==> config.mk <==
export PLATFORM = sky130hd
export DESIGN_NAME = lmq_div
export DESIGN_NICKNAME = d
export VERILOG_FILES = /design/src/rtl/core/lmq_div.sv
export SDC_FILE = /design/constraint.sdc
export NUM_CORES = 1
export LEC_CHECK = 0
export BUFFER_PORTS_ARGS = -buffer_cell sky130_fd_sc_hd__buf_4
export CORE_AREA = 3 3 123 125
export DETAILED_ROUTE_END_ITERATION = 12
export DIE_AREA = 0 0 126 128
export GPL_ROUTABILITY_DRIVEN = 0
export GPL_TIMING_DRIVEN = 0
export PLACE_DENSITY = 0.57
export SKIP_CTS_REPAIR_TIMING = 1
export SYNTH_ARGS = -nofsm -noshare
export SYNTH_HDL_FRONTEND = slang
export SYNTH_SLANG_ARGS = --single-unit
==> constraint.sdc <==
create_clock -name i_clk -period 2.1 [get_ports i_clk]
set_input_delay 0.105 -clock i_clk [delete_from_list [all_inputs] [get_ports i_clk]]
set_output_delay 0.105 -clock i_clk [all_outputs]
set_load 0.01 [all_outputs]
==> src/rtl/core/lmq_div.sv <==
// serial signed-by-unsigned divider, one quotient bit per cycle, truncates toward zero
`default_nettype none
module lmq_div #(
    parameter int unsigned SUM_W = 29,
    parameter int unsigned DEN_W = 13
) (
    input  wire logic                    i_clk,
    input  wire logic                    i_rst_n,
    input  wire logic                    i_start,
    input  wire logic signed [SUM_W-1:0] i_dividend,
    input  wire logic [DEN_W-1:0]        i_divisor,
    output logic                         o_done,
    output logic signed [15:0]           o_quot
);
    localparam int unsigned CNT_W = $clog2(SUM_W);

    logic             r_busy, r_done, r_neg;
    logic [CNT_W-1:0] r_cnt;
    logic [SUM_W-1:0] r_q;
    logic [DEN_W-1:0] r_rem;
    logic [DEN_W-1:0] r_den;
    logic [DEN_W:0]   trial;
    logic             qbit;
    logic [DEN_W:0]   diff;
    logic [SUM_W-1:0] mag;
    logic [SUM_W-1:0] qs;

    always_comb begin
        mag   = i_dividend[SUM_W-1] ? (~i_dividend + 1'b1) : i_dividend;
        trial = {r_rem, r_q[SUM_W-1]};
        qbit  = (trial >= {1'b0, r_den});
        diff  = trial - {1'b0, r_den};
        qs    = r_neg ? (~r_q + 1'b1) : r_q;
    end

    always_ff @(posedge i_clk) begin
        if (!i_rst_n) begin
            r_busy <= 1'b0;
            r_done <= 1'b0;
            r_cnt  <= '0;
        end else begin
            r_done <= 1'b0;
            if (i_start) begin
                r_busy <= 1'b1;
                r_cnt  <= '0;
            end else if (r_busy) begin
                r_cnt <= r_cnt + 1'b1;
                if (r_cnt == CNT_W'(SUM_W - 1)) begin
                    r_busy <= 1'b0;
                    r_done <= 1'b1;
                end
            end
        end
    end

    always_ff @(posedge i_clk) begin
        if (i_start) begin
            r_q   <= mag;
            r_rem <= '0;
            r_den <= i_divisor;
            r_neg <= i_dividend[SUM_W-1];
        end else if (r_busy) begin
            r_q   <= {r_q[SUM_W-2:0], qbit};
            r_rem <= qbit ? diff[DEN_W-1:0] : trial[DEN_W-1:0];
        end
    end

    assign o_done = r_done;
    assign o_quot = qs[15:0];
endmodule
`default_nettype wire

==> metrics.yaml, run 1 <==
run_status:
  status: "finished with violations"
  violations: "negative setup slack"
clock_network:
  clkTransAtPathRegs_ns: 0.06
  clkLatencyLatePin_ns: 0.33
  h-tree-depth: 3
  cts_buffer_depth: 2
  cts_root_buf: "clkbuf_16"
  clkSinkCount: 63
  cts_made_buffers: 9
  cts_tree: "built"
critical_path:
  path_class: "flip-flop to primary output"
  cp.arrival_ns: 2.46
  critPathTopFamily: "simple AND/OR/NAND/NOR gates"
  crit_slowest_cell: "edfxtp_1"
  cpPeakStageDelay_ns: 0.43
  end_kind: "primary output"
  crit_path_start_kind: "flip-flop"
  path_cells: "or3_1, or3_4, or3_4, o41ai_4, xnor2_1, buf_4"
  cp_max_fo: 5
  crit_top_cell: "or3_4"
  path_buf_inv: 1
  critical_path_required_ns: 2.00
die:
  die-area_um2: 16130
  num_rows: 43
  die_w_um: 126
  ioPinCount: 62
  die_h_um: 128
  core_um2: 13990
  start_util: 0.3013
cells_and_area:
  nets: 612
  drive_gt1_frac: 0.2798
  num_antenna_cells: 0
  postLayoutCellArea_um2: 5729
  syn2layout_area_growth_pct: 35.92
synthesis:
  synth_flop_cell: "edfxtp_1"
  synth_compound_area_frac: 0.2057
  synth_xor_area_frac: 0.1060
  ys_types: 53
  synth_seq_cells: 63
  yosysSeqAreaShare: 0.4013
  syn_area_per_cell_um2: 9.224
  yosys.area.top_type: "edfxtp_1"
  synth_cells: 457
  syn_area_um2: 4215
  synth_area_leaders: "edfxtp_1 31%, dfxtp_1 9.5%, xor2_1 5.8%"
  synth_top_family_by_area: "compound AO/OA/AOI/OAI gates"
  synth-warning-count: 0
  synthArstFlopShare: 0
  synthSimpleGateAreaFrac: 0.1621
  synth_common_cells: "47 x nor2_1, 43 x edfxtp_1, 41 x a21oi_1, 31 x nand2_1, 28 x xor2_1"
  synth.top_cell.area_share: 0.3063
  synth_mux_area_frac: 0.02315
  synth.most_common_cell: "nor2_1"
  synth_nets: 520
  synth_edf_count: 43
  synth_adder_area_share: 0.05521
timing:
  final-hold-violation-count: 0
  tightest_slew_ns: 0.6903
  fin_skew_ns: 0.005990
  fin_tns_setup_ns: -4.585
  final.min_clock_period_ns: 2.567
  finalMaxSlewViolations: 0
  slew_headroom: 0.5279
  final-setup-viol-count: 23
  setup_ws_ns: -0.4671
  rsz0062_at_grt: "yes"
  finalCritPeriodShare: 1.222
  fmax_mhz: 389.5
grt:
  grt_max_degree: 30
  antenna_found_initial: 0
  grt_overflow: 0
  grt_pass1_vias: 3503
  grt_pass1_wl_mm: 17.57
  grt_usage: 0.1336
power_and_ir_drop:
  powerDensity_nw_per_um2: 694.9
  swShare: 0.2921
  p_leak_nw: 2.175
  seqPwrFrac: 0.389
  clock_power_share: 0.367
  p_comb_frac: 0.244
  vdd_drop_max_uv: 393.1
  intPower_mw: 2.819
  p_switching_mw: 1.163
detailed_routing:
  avgViaCountPerCell: 5.144
  vias: 3776
  wire_per_inst_um: 15.73
  ant_nets: 0
  drc: 0
  drt-total-wl_mm: 11.55
  dr.first_iter.drc_count: 237
  first_pass_iters: 5
placement:
  io_buffers: 61
  place_area_um2: 4917
  dp_hpwl_mm: 7.992
flow_run:
  max_cap_viol_count: 0
hold_path:
  min_path_type: "primary input to flip-flop"
[metal layers]
metal  global-route usage  share of wire
met4              0.04858          0.022
met2               0.2182           0.48
met3              0.02083          0.034
met5                    0              0
met1               0.1798           0.46
[cell type report]
cell class | instances | area (µm²)
repair buffers | 84 | 670.6
flip-flops and latches | 63 | 1692
fillers | 1385 | 8259
inverters | 25 | 97.59
plain buffers | 19 | 91.34
clock buffers | 9 | 225.2
multi-input cells | 346 | 2656
repair inverters | 1 | 7.507
well taps | 180 | 225.2
clock inverters | 7 | 63.81
[path summary, 6_finish.rpt]
path | to | slack [ns] | depth (start not counted) | from
worst max-delay path | o_quot[13] | -0.47 | 6 | r_q[1]
worst min-delay path | r_busy | 0.01 | 2 | i_rst_n
worst max register to register | r_rem[6] | -0.17 | 10 | r_q[28]
worst min register to register | r_cnt[4] | 0.54 | 2 | r_cnt[4]
[kinds of logic (layout without fill, tap and decap cells)]
logic type,after synthesis,in the layout
adder cells (fa/ha/maj),18,18
buffers and inverters,49,145
XOR/XNOR,51,51
multiplexers,9,9
AND/OR/NAND/NOR,142,142
flip-flops,63,63
AO/OA/AOI/OAI,125,126
[power by group through the flow]
stage / combinational (mW) / sequential, mW / clock (mW)
5_1_grt: 1.08 / 1.56 / 1.55
3_5_place_dp: 0.838 / 1.56 / 0
4_1_cts: 0.844 / 1.53 / 1.49
3_3_place_gp: 0.829 / 1.56 / 0
2_1_floorplan: 0.538 / 1.53 / 0
6_report: 0.973 / 1.55 / 1.46
[per-stage QoR]
step / instances / util / hold WS, ns / setup WS (ns) / total power [mW]
after floorplan: 457 / - / 0.2039 / -0.04940 / 2.070
after global placement: 698 / 0.3515 / 0.2830 / -0.3520 / 2.385
after detailed placement: 698 / 0.3515 / 0.2845 / -0.3566 / 2.397
after CTS: 714 / 0.3722 / -0.05996 / -0.6069 / 3.868
after global routing: 734 / 0.4096 / 0.02788 / -0.5652 / 4.183
final: 734 / 0.4096 / 0.01374 / -0.4671 / 3.982
[flip-flops by register name, indices dropped and copies added (netlist names)]
signal,flops
r_cnt,5
o_done,1
r_neg,1
r_q,29
r_rem,13
r_den,13
r_busy,1
[layout by cell type (no fill, tap or decap), types with 5 or more instances in the layout]
cell / n
buf_4: 68
nor2_1: 45
edfxtp_1: 43
a21oi_1: 34
nand2_1: 30
xor2_1: 28
xnor2_1: 23
inv_1: 22
dfxtp_1: 20
o21ai_0: 17
dlygate4sd3_1: 14
clkbuf_1: 12
ha_1: 12
or3_1: 10
nand3_1: 9
clkbuf_16: 9
o31ai_1: 8
nor3_1: 6
or2_2: 6
mux2_2: 6
o31ai_2: 5
nand4_1: 5
a21o_1: 5
a21oi_2: 5
nand2b_1: 5
a32oi_1: 5
a311oi_2: 5
Note: power is estimated with default switching activity, not from simulation.
==> run 2: changes to the inputs <==
--- a/config.mk
+++ b/config.mk
@@ -12,6 +12,7 @@
 export GPL_ROUTABILITY_DRIVEN = 0
 export GPL_TIMING_DRIVEN = 0
 export PLACE_DENSITY = 0.57
+export RECOVER_POWER = 50
 export SKIP_CTS_REPAIR_TIMING = 1
 export SYNTH_ARGS = -nofsm -noshare
 export SYNTH_HDL_FRONTEND = slang
==> metrics.yaml, run 2 (same netlist as run 1, synthesis figures left out) <==
critical_path:
  cp.arrival_ns: 2.46
  path_class: "flip-flop to primary output"
  crit_top_cell: "or3_4"
  crit_path_start_kind: "flip-flop"
  critPathTopFamily: "simple AND/OR/NAND/NOR gates"
  critical_path_required_ns: 2.00
  crit_slowest_cell: "edfxtp_1"
  end_kind: "primary output"
  path_cells: "or3_1, or3_4, or3_4, o41ai_4, xnor2_1, buf_4"
  path_buf_inv: 1
  cp_max_fo: 5
  cpPeakStageDelay_ns: 0.43
cells_and_area:
  nets: 612
  largest-register: "r_q"
  drive_gt1_frac: 0.2744
  utilization: 0.4088
  syn2layout_area_growth_pct: 35.65
  largest_register_ffs: 29
  final_cell_mix: "50 x buf_4, 45 x nor2_1, 43 x edfxtp_1, 34 x a21oi_1, 30 x nand2_1"
  layout_commonest_cell: "buf_4"
  postLayoutCellArea_um2: 5718
  largestRegisters: "r_q x29, r_den x13, r_rem x13"
  num_antenna_cells: 0
timing:
  finalCritPeriodShare: 1.223
  final-setup-viol-count: 23
  setup_ws_ns: -0.4688
  final.min_clock_period_ns: 2.569
  rsz0062_at_grt: "yes"
  finalMaxSlewViolations: 0
  tightest_slew_ns: 1.057
  fin_tns_setup_ns: -4.615
  final-hold-violation-count: 0
  fmax_mhz: 389.3
  fin_skew_ns: 0.005656
  slew_headroom: 0.2955
placement:
  io_buffers: 61
  dpl_worst_slack_ns: -0.3566
  dp_hpwl_mm: 7.992
  place_area_um2: 4917
detailed_routing:
  ant_nets: 0
  first_pass_iters: 5
  drc: 0
  dr.first_iter.drc_count: 236
  vias: 3769
  drt-total-wl_mm: 11.54
  avgViaCountPerCell: 5.135
  wire_per_inst_um: 15.73
run_status:
  violations: "negative setup slack"
  status: "finished with violations"
die:
  num_rows: 43
  start_util: 0.3013
  die_w_um: 126
  core_um2: 13990
  ioPinCount: 62
  die_h_um: 128
  die-area_um2: 16130
clock_network:
  clkTransAtPathRegs_ns: 0.06
  cts_buffer_depth: 2
  cts_root_buf: "clkbuf_16"
  clkSinkCount: 63
  cts_tree: "built"
  clkLatencyLatePin_ns: 0.33
  cts_made_buffers: 9
  h-tree-depth: 3
power_and_ir_drop:
  p_leak_nw: 2.161
  p_switching_mw: 1.164
  swShare: 0.2927
  clock_power_share: 0.368
  vdd_drop_max_uv: 395.6
  p_comb_frac: 0.243
  powerDensity_nw_per_um2: 695.6
  intPower_mw: 2.813
  p_total_mw: 3.978
  seqPwrFrac: 0.389
flow_run:
  max_cap_viol_count: 0
grt:
  grt_usage: 0.1336
  antenna_found_initial: 0
  grt_overflow: 0
  grt_pass1_wl_mm: 17.57
  grt_max_degree: 30
  grt_pass1_vias: 3503
hold_path:
  min_path_type: "primary input to flip-flop"
run 2: metal layers:
metal | track usage | vias up | wire length (µm)
met5 | 0 | - | 0
met4 | 0.04858 | 0 | 249
met3 | 0.02083 | 21 | 422
met2 | 0.2182 | 107 | 5596
met1 | 0.1798 | 1770 | 5275
li1 | - | 1871 | -
run 2: area by class of cell:
| cell class | count | area [µm²] |
|---|---|---|
| plain buffers | 19 | 91.34 |
| repair buffers | 84 | 659.4 |
| well taps | 180 | 225.2 |
| repair inverters | 1 | 7.507 |
| clock buffers | 9 | 225.2 |
| multi-input cells | 346 | 2656 |
| inverters | 25 | 97.59 |
| flip-flops and latches | 63 | 1692 |
| fillers | 1388 | 8270 |
| clock inverters | 7 | 63.81 |
run 2: power groups by stage:
stage	Combinational [mW]	Clock [mW]	Sequential (mW)
floorplan	0.538	0	1.53
global placement	0.829	0	1.56
detailed placement	0.838	0	1.56
CTS	0.844	1.49	1.53
global route	1.07	1.55	1.56
finish	0.967	1.46	1.55
run 2: final timing paths:
kind                               start         end  slack (ns)  cells past startpoint
worst max-delay path              r_q[1]  o_quot[13]       -0.47                      6
worst min-delay path             i_rst_n      r_busy        0.01                      2
worst max register to register   r_q[28]    r_rem[4]       -0.18                     10
worst min register to register  r_cnt[4]    r_cnt[4]        0.54                      2
run 2: worst reg2reg max path: stages, from the launching register on:
cell	delay, ns
edfxtp_1	0.38
inv_2	0.09
ha_4	0.13
inv_2	0.04
fa_2	0.39
a21oi_2	0.18
a211oi_4	0.10
o31ai_4	0.29
buf_6	0.16
nand3_2	0.06
a311oi_1	0.33
run 2: stage by stage:
| stage | hold WS (ns) | cells |
|---|---|---|
| final | 0.01212 | 734 |
| after global routing | 0.02788 | 734 |
| after CTS | -0.05996 | 714 |
| after detailed placement | 0.2845 | 698 |
| after global placement | 0.2830 | 698 |
| after floorplan | 0.2039 | 457 |
==> run 3: changes to the inputs <==
==> constraint.sdc (replaced) <==
create_clock -name i_clk -period 2.1 [get_ports i_clk]
set_input_delay 0.21 -clock i_clk [delete_from_list [all_inputs] [get_ports i_clk]]
set_output_delay 0.21 -clock i_clk [all_outputs]
set_load 0.01 [all_outputs]
==> metrics.yaml, run 3 (same netlist as run 1, synthesis figures left out) <==
cells_and_area:
  utilization: 0.4025
  nets: 604
  largestRegisters: "r_q x29, r_den x13, r_rem x13"
  largest-register: "r_q"
  layout_commonest_cell: "buf_4"
  final_cell_mix: "54 x buf_4, 45 x nor2_1, 43 x edfxtp_1, 37 x a21oi_1, 30 x nand2_1"
  num_antenna_cells: 0
  syn2layout_area_growth_pct: 33.57
  postLayoutCellArea_um2: 5630
  largest_register_ffs: 29
  drive_gt1_frac: 0.2857
  n_fill_cell: 1384
  fin_cells: 726
placement:
  dp_cells: 698
  dpl_worst_slack_ns: -0.3886
  place_area_um2: 4931
  dp_hpwl_mm: 8.231
  io_buffers: 61
power_and_ir_drop:
  p_total_mw: 3.887
  p_leak_nw: 2.142
  vdd_drop_max_uv: 270.8
  powerDensity_nw_per_um2: 690.4
timing:
  fin_skew_ns: 0.009113
  fmax_mhz: 366.9
  rsz0062_at_grt: "yes"
  final-hold-violation-count: 0
  fin_tns_setup_ns: -7.707
  finalCritPeriodShare: 1.298
  tightest_slew_ns: 1.139
  final.min_clock_period_ns: 2.725
  setup_ws_ns: -0.6255
  finalMaxSlewViolations: 0
  whs_ns: 0.06888
  final-setup-viol-count: 36
  slew_headroom: 0.2409
grt:
  grt_overflow: 0
  grt_usage: 0.1378
  grt_pass1_wl_mm: 17.91
  grt_max_degree: 30
  grt_pass1_vias: 3606
  antenna_found_initial: 0
detailed_routing:
  drc: 0
  avgViaCountPerCell: 5.088
  wire_per_inst_um: 15.85
  drt-total-wl_mm: 11.51
  dr.first_iter.drc_count: 209
  vias: 3694
  first_pass_iters: 5
  ant_nets: 0
critical_path:
  critical_path_required_ns: 1.89
  crit_path_start_kind: "flip-flop"
  cp_max_fo: 5
  cp.arrival_ns: 2.52
  path_class: "flip-flop to primary output"
  r2r_slack_ns: -0.20
  end_kind: "primary output"
clock_network:
  h-tree-depth: 3
  clkSinkCount: 63
  clkTransAtPathRegs_ns: 0.06
  cts_tree: "built"
  cts_made_buffers: 9
  cts_root_buf: "clkbuf_16"
  cts_buffer_depth: 2
  clkLatencyLatePin_ns: 0.34
die:
  core_um2: 13990
  die_w_um: 126
  num_rows: 43
  die_h_um: 128
  start_util: 0.3013
  ioPinCount: 62
  die-area_um2: 16130
hold_path:
  min_path_type: "primary input to flip-flop"
run_status:
  status: "finished with violations"
  violations: "negative setup slack"
flow_run:
  max_cap_viol_count: 0
[run 3: worst max-delay path, stage by stage (launching register included)]
cell and delay, ns:
edfxtp_1 0.43, or3_4 0.41, or3_4 0.33, or3_4 0.39
o41ai_4 0.33, xnor2_1 0.16, buf_4 0.14
[run 3: final cells by class]
class	count	area (µm²)	area share
timing repair buffer	77	590.6	0.1049
clock buffer	9	225.2	0.04000
buffer	19	92.59	0.01644
inverter	25	100.1	0.01778
tap	180	225.2	0.04000
multi-input combinational	345	2650	0.4707
sequential	63	1692	0.3004
timing repair inverter	1	7.507	0.001333
clock inverter	7	47.55	0.008444
[run 3: path summary, 6_finish.rpt]
kind                      from         end  cells after the start
hold / removal    i_divisor[2]    r_den[2]                      1
setup reg to reg       r_q[28]    r_rem[5]                     11
setup / recovery        r_q[1]  o_quot[15]                      6
hold reg to reg       r_rem[2]    r_rem[2]                      2
[run 3: where the power goes]
part / internal, mW / switching (mW) / total (mW)
Sequential: 1.46 / 0.0980 / 1.55
Clock: 0.799 / 0.572 / 1.37
Combinational: 0.452 / 0.509 / 0.962
Total: 2.71 / 1.18 / 3.89
[run 3: routing by layer]
layer / wire length [µm] / track usage / share of wire
met4: 196 / 0.04858 / 0.017
met1: 5224 / 0.1749 / 0.45
met5: 0 / 0 / 0
met2: 5633 / 0.2322 / 0.49
met3: 450 / 0.03000 / 0.039
